$ cat config.mk
export PLATFORM = sky130hd
export DESIGN_NAME = rc4_stream_cipher_top
export DESIGN_NICKNAME = d
export VERILOG_FILES = /design/src/rtl/rc4_pkg.sv /design/src/rtl/rc4_stream_cipher_top.sv /design/src/rtl/rc4_ram.sv
export SDC_FILE = /design/constraint.sdc
export NUM_CORES = 2
export LEC_CHECK = 0
export ABC_CLOCK_PERIOD_IN_PS = 11910
export BUFFER_PORTS_ARGS = -buffer_cell sky130_fd_sc_hd__buf_4
export CAP_MARGIN = 20
export CORE_AREA = 2 2 428 854
export DETAILED_ROUTE_END_ITERATION = 10
export DIE_AREA = 0 0 430 856
export RECOVER_POWER = 100
export SLEW_MARGIN = 20
export SYNTH_ARGS = -nofsm -noshare
export SYNTH_HDL_FRONTEND = slang
export SYNTH_HIERARCHICAL = 1
export SYNTH_SLANG_ARGS = --single-unit
$ cat constraint.sdc
create_clock -name clock -period 11.91 [get_ports clock]
set_input_delay 0.5955 -clock clock [delete_from_list [all_inputs] [get_ports clock]]
set_output_delay 0.5955 -clock clock [all_outputs]
set_load 0.1 [all_outputs]
$ cat src/rtl/rc4_pkg.sv
// rc4_pkg: shared types and constants for the rc4 stream cipher
// holds byte widths, key store limits, item codes and controller states
// no dependencies
`timescale 1ns / 1ps

package rc4_pkg;

   localparam int BYTE_W        = 8;
   localparam int PERM_DEPTH    = 256;
   localparam int MAX_KEY_BYTES = 256;
   localparam int KEY_CNT_W     = 9;

   localparam logic [BYTE_W-1:0]    LAST_INDEX = BYTE_W'(PERM_DEPTH - 1);
   localparam logic [KEY_CNT_W-1:0] KEY_MAX    = KEY_CNT_W'(MAX_KEY_BYTES);

   localparam logic OP_KEY  = 1'b0;
   localparam logic OP_DATA = 1'b1;

   localparam logic STATUS_OK     = 1'b0;
   localparam logic STATUS_NO_KEY = 1'b1;

   typedef enum logic [2:0] {
      ST_IDLE,
      ST_RD_J,
      ST_SWAP_I,
      ST_SWAP_J,
      ST_FILL,
      ST_KSA_ACC,
      ST_KSA_W1,
      ST_KSA_W2
   } state_type;

endpackage

$ cat src/rtl/rc4_stream_cipher_top.sv
// rc4_stream_cipher_top: rc4 key store, key schedule and keystream generator
// depends on rc4_pkg and rc4_ram (permutation ram and key ram)
//
// data item: ST_RD_J, ST_SWAP_I, ST_SWAP_J; unless output stalls, ST_SWAP_J registers result and takes next item
// data item before a key: error result valid in the cycle after accept
// last key item or last data item: key schedule, ST_FILL of 256 entries, then ACC, W1, W2 per swap step
// reset clears control, key count and indices; ram contents stay undefined until written
`timescale 1ns / 1ps

module rc4_stream_cipher_top
   import rc4_pkg::*;
(
   input  logic              clock,
   input  logic              reset,
   input  logic              req_valid,
   output logic              req_stall,
   input  logic              req_op,
   input  logic [BYTE_W-1:0] req_value,
   input  logic              req_last,
   output logic              rsp_valid,
   input  logic              rsp_stall,
   output logic [BYTE_W-1:0] rsp_data_out,
   output logic              rsp_end_of_message,
   output logic              rsp_status
);

   state_type state_ff, state_in;

   logic                 key_ready_ff, key_ready_in;
   logic [KEY_CNT_W-1:0] key_count_ff, key_count_in;
   logic [BYTE_W-1:0]    i_ff, i_in;
   logic [BYTE_W-1:0]    j_ff, j_in;
   logic [BYTE_W-1:0]    n_ff, n_in;
   logic [BYTE_W-1:0]    acc_ff, acc_in;
   logic [BYTE_W-1:0]    kpos_ff, kpos_in;
   logic [BYTE_W-1:0]    sn_ff, sn_in;
   logic [BYTE_W-1:0]    si_ff, si_in;
   logic [BYTE_W-1:0]    t_ff, t_in;
   logic [BYTE_W-1:0]    value_ff, value_in;
   logic                 last_ff, last_in;

   logic              rsp_valid_ff, rsp_valid_in;
   logic [BYTE_W-1:0] rsp_data_ff, rsp_data_in;
   logic              rsp_eom_ff, rsp_eom_in;
   logic              rsp_status_ff, rsp_status_in;

   logic              p_we;
   logic [BYTE_W-1:0] p_waddr, p_wdata, p_raddr, p_rdata;
   logic              k_we;
   logic [BYTE_W-1:0] k_waddr, k_wdata, k_raddr, k_rdata;

   logic                 slot_free;
   logic                 take_ok;
   logic                 take;
   logic [KEY_CNT_W-1:0] cnt_eff;
   logic                 key_store_en;
   logic [KEY_CNT_W-1:0] kpos_next;
   logic [BYTE_W-1:0]    keystream;
   state_type            item_next;

   rc4_ram #(.ADDR_W(BYTE_W), .DATA_W(BYTE_W)) u_perm_ram (
      .clock (clock),
      .we    (p_we),
      .waddr (p_waddr),
      .wdata (p_wdata),
      .raddr (p_raddr),
      .rdata (p_rdata)
   );

   rc4_ram #(.ADDR_W(BYTE_W), .DATA_W(BYTE_W)) u_key_ram (
      .clock (clock),
      .we    (k_we),
      .waddr (k_waddr),
      .wdata (k_wdata),
      .raddr (k_raddr),
      .rdata (k_rdata)
   );

   // handshake
   assign slot_free = !rsp_valid_ff || !rsp_stall;
   assign take_ok   = ((state_ff == ST_IDLE) && slot_free) ||
                      ((state_ff == ST_SWAP_J) && slot_free && !last_ff);
   assign req_stall = !take_ok;
   assign take      = req_valid && take_ok;

   assign cnt_eff      = key_ready_ff ? '0 : key_count_ff;
   assign key_store_en = cnt_eff < KEY_MAX;
   assign kpos_next    = {1'b0, kpos_ff} + KEY_CNT_W'(1);
   // forward si when t hits j, since the swap write of j is not yet in the ram
   assign keystream    = (t_ff == j_ff) ? si_ff : p_rdata;

   // where an accepted item leads
   always_comb begin
      if (req_op == OP_KEY) begin
         item_next = req_last ? ST_FILL : ST_IDLE;
      end else begin
         item_next = key_ready_ff ? ST_RD_J : ST_IDLE;
      end
   end

   // next state
   always_comb begin
      state_in = state_ff;
      unique case (state_ff)
         ST_IDLE: begin
            if (take) begin
               state_in = item_next;
            end
         end
         ST_RD_J:   state_in = ST_SWAP_I;
         ST_SWAP_I: state_in = ST_SWAP_J;
         ST_SWAP_J: begin
            if (slot_free) begin
               if (last_ff) begin
                  state_in = ST_FILL;
               end else if (take) begin
                  state_in = item_next;
               end else begin
                  state_in = ST_IDLE;
               end
            end
         end
         ST_FILL: begin
            if (n_ff == LAST_INDEX) begin
               state_in = ST_KSA_ACC;
            end
         end
         ST_KSA_ACC: state_in = ST_KSA_W1;
         ST_KSA_W1:  state_in = ST_KSA_W2;
         ST_KSA_W2: begin
            state_in = (n_ff == LAST_INDEX) ? ST_IDLE : ST_KSA_ACC;
         end
         default: state_in = ST_IDLE;
      endcase
   end

   // datapath and memory ports
   always_comb begin
      key_ready_in = key_ready_ff;
      key_count_in = key_count_ff;
      i_in         = i_ff;
      j_in         = j_ff;
      n_in         = n_ff;
      acc_in       = acc_ff;
      kpos_in      = kpos_ff;
      sn_in        = sn_ff;
      si_in        = si_ff;
      t_in         = t_ff;
      value_in     = value_ff;
      last_in      = last_ff;

      rsp_valid_in  = rsp_valid_ff && rsp_stall;
      rsp_data_in   = rsp_data_ff;
      rsp_eom_in    = rsp_eom_ff;
      rsp_status_in = rsp_status_ff;

      p_we    = 1'b0;
      p_waddr = '0;
      p_wdata = '0;
      p_raddr = t_ff;
      k_we    = 1'b0;
      k_waddr = cnt_eff[BYTE_W-1:0];
      k_wdata = req_value;
      k_raddr = kpos_ff;

      unique case (state_ff)
         ST_IDLE: begin
         end
         ST_RD_J: begin
            si_in   = p_rdata;
            j_in    = j_ff + p_rdata;
            p_raddr = j_ff + p_rdata;
         end
         ST_SWAP_I: begin
            p_we    = 1'b1;
            p_waddr = i_ff;
            p_wdata = p_rdata;
            p_raddr = si_ff + p_rdata;
            t_in    = si_ff + p_rdata;
         end
         ST_SWAP_J: begin
            p_we    = 1'b1;
            p_waddr = j_ff;
            p_wdata = si_ff;
            if (slot_free) begin
               rsp_valid_in  = 1'b1;
               rsp_data_in   = value_ff ^ keystream;
               rsp_eom_in    = last_ff;
               rsp_status_in = STATUS_OK;
               if (last_ff) begin
                  n_in   = '0;
                  acc_in = '0;
                  i_in   = '0;
                  j_in   = '0;
               end
            end
         end
         ST_FILL: begin
            p_we    = 1'b1;
            p_waddr = n_ff;
            p_wdata = n_ff;
            n_in    = n_ff + BYTE_W'(1);
            if (n_ff == LAST_INDEX) begin
               p_raddr = '0;
               k_raddr = '0;
               kpos_in = '0;
            end
         end
         ST_KSA_ACC: begin
            sn_in   = p_rdata;
            acc_in  = acc_ff + p_rdata + k_rdata;
            p_raddr = acc_ff + p_rdata + k_rdata;
            kpos_in = (kpos_next >= key_count_ff) ? '0 : kpos_next[BYTE_W-1:0];
         end
         ST_KSA_W1: begin
            p_we    = 1'b1;
            p_waddr = n_ff;
            p_wdata = p_rdata;
         end
         ST_KSA_W2: begin
            p_we    = 1'b1;
            p_waddr = acc_ff;
            p_wdata = sn_ff;
            n_in    = n_ff + BYTE_W'(1);
            p_raddr = n_ff + BYTE_W'(1);
            k_raddr = kpos_ff;
         end
         default: begin
         end
      endcase

      if (take) begin
         if (req_op == OP_KEY) begin
            k_we         = key_store_en;
            key_count_in = key_store_en ? (cnt_eff + KEY_CNT_W'(1)) : cnt_eff;
            key_ready_in = req_last;
            if (req_last) begin
               n_in   = '0;
               acc_in = '0;
               i_in   = '0;
               j_in   = '0;
            end
         end else if (key_ready_ff) begin
            p_raddr  = i_ff + BYTE_W'(1);
            i_in     = i_ff + BYTE_W'(1);
            value_in = req_value;
            last_in  = req_last;
         end else begin
            rsp_valid_in  = 1'b1;
            rsp_data_in   = '0;
            rsp_eom_in    = req_last;
            rsp_status_in = STATUS_NO_KEY;
         end
      end
   end

   always_ff @(posedge clock) begin
      if (reset) begin
         state_ff     <= ST_IDLE;
         key_ready_ff <= 1'b0;
         key_count_ff <= '0;
         i_ff         <= '0;
         j_ff         <= '0;
         n_ff         <= '0;
         acc_ff       <= '0;
         kpos_ff      <= '0;
         rsp_valid_ff <= 1'b0;
      end else begin
         state_ff     <= state_in;
         key_ready_ff <= key_ready_in;
         key_count_ff <= key_count_in;
         i_ff         <= i_in;
         j_ff         <= j_in;
         n_ff         <= n_in;
         acc_ff       <= acc_in;
         kpos_ff      <= kpos_in;
         rsp_valid_ff <= rsp_valid_in;
      end
   end

   always_ff @(posedge clock) begin
      sn_ff         <= sn_in;
      si_ff         <= si_in;
      t_ff          <= t_in;
      value_ff      <= value_in;
      last_ff       <= last_in;
      rsp_data_ff   <= rsp_data_in;
      rsp_eom_ff    <= rsp_eom_in;
      rsp_status_ff <= rsp_status_in;
   end

   assign rsp_valid          = rsp_valid_ff;
   assign rsp_data_out       = rsp_data_ff;
   assign rsp_end_of_message = rsp_eom_ff;
   assign rsp_status         = rsp_status_ff;

endmodule

$ cat src/rtl/rc4_ram.sv
// rc4_ram: generic synchronous ram, one write port and one read port
// read data registered, write-first when both ports hit the same entry
// no dependencies
`timescale 1ns / 1ps

module rc4_ram #(
   parameter int ADDR_W = 8,
   parameter int DATA_W = 8
) (
   input  logic              clock,
   input  logic              we,
   input  logic [ADDR_W-1:0] waddr,
   input  logic [DATA_W-1:0] wdata,
   input  logic [ADDR_W-1:0] raddr,
   output logic [DATA_W-1:0] rdata
);

   logic [DATA_W-1:0] mem [2**ADDR_W];

   always_ff @(posedge clock) begin
      if (we) begin
         mem[waddr] <= wdata;
      end
   end

   always_ff @(posedge clock) begin
      if (we && (waddr == raddr)) begin
         rdata <= wdata;
      end else begin
         rdata <= mem[raddr];
      end
   end

endmodule
Word-level counts from Yosys, hierarchy flattened
Memory sizes are Yosys's and may differ from the RTL's. A register that Yosys moved wholly into a read port is not among the register bits.
Index checks and enable logic that the tools add are counted.
{ "totals": {"ff_bits": 97, "mem_bits_rw": 4096, "input_bits": 14, "output_inout_bits": 12, "wordCells": 139, "n_memories": 2} }
{ "mem_list": {"columns": ["memory", "words", "width", "rd", "rd_ports_with_merged_regs", "wr", "line_no", "rtl"], "rows": [
  ["u_key_ram.mem", 256, 8, 1, 1, 1, "rc4_ram.sv:18", "logic [DATA_W-1:0] mem [2**ADDR_W];"],
  ["u_perm_ram.mem", 256, 8, 1, 1, 1, "rc4_ram.sv:18", null]
]} }
{ "op_classes": {"add_sub_neg": 8, "order_cmp": 2, "eq_ne": 12, "muxes": 76, "n_bitwise": 2, "reduce_logical": 20} }
{ "ops": {"columns": ["operator", "count"], "rows": [
  ["2-to-1 mux 8 bit", 35],
  ["one-hot mux 8 bit (2 select lines)", 4],
  ["one-hot mux 8 bit (4 select lines)", 2],
  ["one-hot mux 8 bit (5 select lines)", 1],
  ["adder 8 bit", 4],
  ["2-to-1 mux 3 bit", 8],
  ["one-hot mux 3 bit (8 select lines)", 1],
  ["2-to-1 mux 1 bit", 23],
  ["2-to-1 mux 9 bit", 2],
  ["adder 8 x 1 -> 8 bit (second input constant)", 2],
  ["equality test 3 bit (second input constant)", 4],
  ["adder 8 x 1 -> 9 bit (second input constant)", 1],
  ["adder 9 x 1 -> 9 bit (second input constant)", 1],
  [">= comparator 9 bit", 1],
  ["< comparator 9 bit (second input constant)", 1],
  ["equality test 8 bit", 1],
  ["equality test 8 bit (second input constant)", 1],
  ["bitwise XOR 8 bit", 1],
  ["equality test 3 x 2 -> 1 bit (second input constant)", 2],
  ["inequality test 2 bit (second input constant)", 3],
  ["AND reduction 3 bit", 2],
  ["OR reduction 2 bit", 3],
  ["logical AND 1 bit", 5],
  ["OR reduction 5 bit", 1],
  ["other kinds (7)", 11]
]} }

Longest topological paths before layout
{ "depth": {"word_depth": 10, "ltp_mapped": 21} }

Modules after synthesis
The synthesis kept the hierarchy.
{ "modules_own_cells": {"columns": ["module", "n_inst", "cells_per_inst", "area_each_um2"], "rows": [
  ["rc4_ram", 2, 3733, 79556.3],
  ["rc4_stream_cipher_top", 1, 704, 6336.1]
]} }

Worst setup path before layout
No wires, ideal clock.
{ "synth_path": {"path_type": "register to register", "start": "register (tool-made name)", "end": "memory u_perm_ram.mem[0][3] (data pin)", "setup_ns": 1.584, "t_arrival_ns": 9.534, "required_time_ns": 10.326, "slack_ns": 0.792, "stages_incl_launch_ff": 12, "path_cell_list": "dfxtp_1 > buf_2 > buf_4 > or2b_1 > buf_1 > o221ai_1 > a21oi_1 > o32ai_1 > nor3_1 > nor4_1 > a21oi_1 > o22ai_1"} }
{ "synth_rtl": {"columns": ["element", "line_no"], "rows": [
  ["end: declaration", "rc4_ram.sv:18"]
]} }

==> run_results.csv <==
group,metric,value,unit
sta,fmax,109,MHz
hold_path,min_path_type,"in2reg",
clock_network,ctsHoldBuffers,1,
global_routing,grt_max_degree,169,
place,dpl.hpwl,296000,um
floorplan,ioPinCount,26,
synth,ys_async_sr_fraction,0,
clock_network,cts.clk_slew.worst_paths,70,ps
setup_path,required,12270,ps
synth,seq_area_frac_synth,0.759,
clock_network,cts_root_buffer,"clkbuf_16",
clock_network,insertion_delay,920,ps
power,power_frac_clock,0.386,
synth,muxShareOfSynthArea,0.142,
clock_network,post_cts_buffers,0,
synth,synth.lib_cells_used.distinct,86,
sta,fin_worst_skew,55.9,ps
power,power.internal,23.6,mW
synth,avgSynthCellArea,20.3,sq um
layout,stdcell_area,182000,sq um
setup_path,worstPathArrival,9530,ps
status,status,"complete, but fails checks",
global_routing,grt_pass1_vias,85811,
power,cellLeakagePower,53.5,nW
global_routing,antenna_found_initial,8,
place,gp_congestion,0.902,
power,power_density,168,nW/um^2
setup_path,critical_path_class,"reg2reg",
power,p_sw,6.96,mW
sta,worst_pin_slew,5340,ps
layout,drive_above_1_share,0.193,
synth,synth-simple-area-share,0.0316,
run,maxCapViolCount,46,
synth,synthesis.area,165000,sq um
synth,synth_top_family_by_area,"multiplexers",
global_routing,grt-ovfl-total,0,
sta,maxSlewHeadroom,-2.56,
routing,wl_per_cell,33.8,um
routing,drcViolationCount,0,
sta,period_needed,9170,ps
routing,drtPass1Iterations,8,
setup_path,worst-path-max-fanout,160,
routing,wl,448000,um
sta,hold_viol_final,0,
place,numPortBuffers,25,
sta,fin_tns_setup,0,ps
floorplan,start_util,0.458,
place,place_area,171000,sq um
synth,synthXorXnorAreaFrac,0.00291,
global_routing,grt_pass1_wl,635000,um
clock_network,post_cts_resized,0,
floorplan,die_height,856,um
setup_path,startpoint_type,"flip-flop",
sta,drv_slew,1906,
floorplan,rows,312,
sta,finalSetupViolCount,0,
clock_network,cts_max_level,5,
floorplan,core_area,361000,sq um
synth,syn_nets,8227,
layout,nNetsFinal,8311,
sta,rsz0062_at_grt,"no",
setup_path,end_kind,"flip-flop",
synth,postSynthCellCount,8170,
synth,synth-seq-cells,4209,
clock_network,cts_tree,"done",
layout,syn2layout_area_growth,9.84,%
routing,drtIter0Drc,8401,
routing,vias,81667,
clock_network,clkSinkCount,4209,
power,swShare,0.228,
sta,period_share,0.770,
status,violations,"max-capacitance violations, max-slew violations",
power,pwr-share-comb,0.079,
synth,synth_edf_count,4129,
routing,vias_per_cell,6.16,
power,max-vdd-ir-drop,0.000131,V
synth,yosys_most_used_dff,"edfxtp_1",
synth,ys.warnings.count,6,
floorplan,dieArea,368000,sq um
clock_network,numCtsBuffers,363,
power,p_seq_frac,0.535,
synth,synth_adder_area_share,0.00371,
clock_network,clockBufferDepth,4,
floorplan,fp.dieW,430,um
global_routing,grtUsageTotal,0.241,
synth,synth_compound_area_frac,0.0416,
routing,ant_nets,0,
worst max-delay path, stage by stage (launching register included):
cell and delay, ps:
dfxtp_4 700, buf_12 440, clkbuf_1 1980, mux4_2 720, a22oi_1 300, a21oi_1 130, nor3_1 1630, nor4_1 440
clkbuf_1 390, a21oi_1 330, o22ai_4 110, buf_4 410, buf_12 360
sequential cells by signal, summed over array words and instances, names as in the netlist, named ones only:
signal,flops
u_key_ram/mem,2048
u_perm_ram/mem,2048
key_count_ff,9
acc_ff,8
i_ff,8
j_ff,8
kpos_ff,8
n_ff,8
rsp_data_out,8
si_ff,8
sn_ff,8
t_ff,8
value_ff,8
state_ff,3
key_ready_ff,1
last_ff,1
rsp_end_of_message,1
rsp_status,1
rsp_valid,1
metrics by stage:
stage	total power, mW	hold WS, ps	worst slack (ps)	util	instances
after global placement	19.1	446	4660	0.472	12592
after detailed placement	19.1	457	4950	0.472	12596
after CTS	30.8	16.7	4930	0.505	13244
final	30.6	79.5	2740	0.503	13255
after floorplan	18.1	436	792	-	8170
after global routing	31.4	64.9	2440	0.503	13247
power groups by stage:
stage	Sequential, mW	Clock [mW]	Combinational [mW]
finish	16.3	11.8	2.42
global route	16.3	12.5	2.53
CTS	16.3	12.0	2.46
detailed placement	16.6	0	2.46
global placement	16.6	0	2.43
floorplan	16.6	0	1.46
layout by cell type (no fill, tap or decap), drive strengths merged, types with 33 or more instances in the layout:
master and n:
edfxtp 4129, mux4 912, nor2 628, clkbuf 526, mux2i 289, a22oi 279, a21oi 253, clkinv 146
nand2 139, buf 138, o221ai 94, nand3 87, dfxtp 80, nor2b 76, o22ai 66, nor3 59
o21ai 57, nor4 54, a211oi 43, a22o 43, xnor2 38, inv 34, ha 33, bufinv 33
final cells by class:
class                           instances  area, sq um
Sequential cell                      4209       126000
Multi-Input combinational cell       3433        36900
Fill cell                           28674       179000
Clock buffer                          443         9630
Tap cell                             4710         5890
Clock inverter                        204         1970
Antenna cell                            9         22.5
Timing Repair Buffer                  222         1570
Inverter                               25         95.1
cell usage after synthesis (29+ instances only):
library cell | instances | area share
dfxtp_1 | 80 | 0.0097
nor3_1 | 56 | 0.0017
buf_2 | 68 | 0.0021
o221ai_1 | 92 | 0.0049
clkbuf_1 | 243 | 0.0055
buf_1 | 47 | 0.0011
a21oi_1 | 253 | 0.0077
o21ai_0 | 52 | 0.0016
nor4_1 | 48 | 0.0018
a22oi_1 | 279 | 0.013
a221oi_1 | 29 | 0.0015
nand3_1 | 87 | 0.0026
mux4_2 | 908 | 0.12
nand2_1 | 139 | 0.0032
nor2_1 | 624 | 0.014
ha_1 | 33 | 0.0025
a211oi_1 | 43 | 0.0020
nor2b_1 | 76 | 0.0029
o22ai_1 | 66 | 0.0025
xnor2_1 | 38 | 0.0020
buf_4 | 57 | 0.0026
mux2i_1 | 289 | 0.017
edfxtp_1 | 4129 | 0.75
buf_6 | 46 | 0.0031
a22o_1 | 42 | 0.0022
final timing paths:
path | start | to | slack (ps) | depth (start not counted)
worst max-delay path | flip-flop | u_perm_ram/mem[74][3] | 2740 | 12
worst min-delay path | reset | state_ff[0] | 80 | 2
worst max register to register | flip-flop | u_perm_ram/mem[74][3] | 2740 | 12
worst min register to register | key_count_ff[5] | key_count_ff[5] | 460 | 2
cell families (layout without fill, tap and decap cells):
kind of cell | after synthesis | count (layout)
adders and majority gates | 43 | 43
DFF | 4209 | 4209
other | 0 | 9
AOI/OAI and AO/OA | 983 | 983
muxes | 1203 | 1203
buffers and inverters | 528 | 894
xor gates and xnor gates | 55 | 55
and+or+nand+nor | 1149 | 1149
per-layer routing:
layer  track usage  part of all wire  vias to the layer above
met5             0                 0                        -
met4         0.166             0.082                        0
met3        0.0289             0.048                      999
met2         0.452              0.55                     2948
met1         0.247              0.32                    43696
li1              -                 -                    34024
No activity file was read; power rests on OpenSTA's default activity.
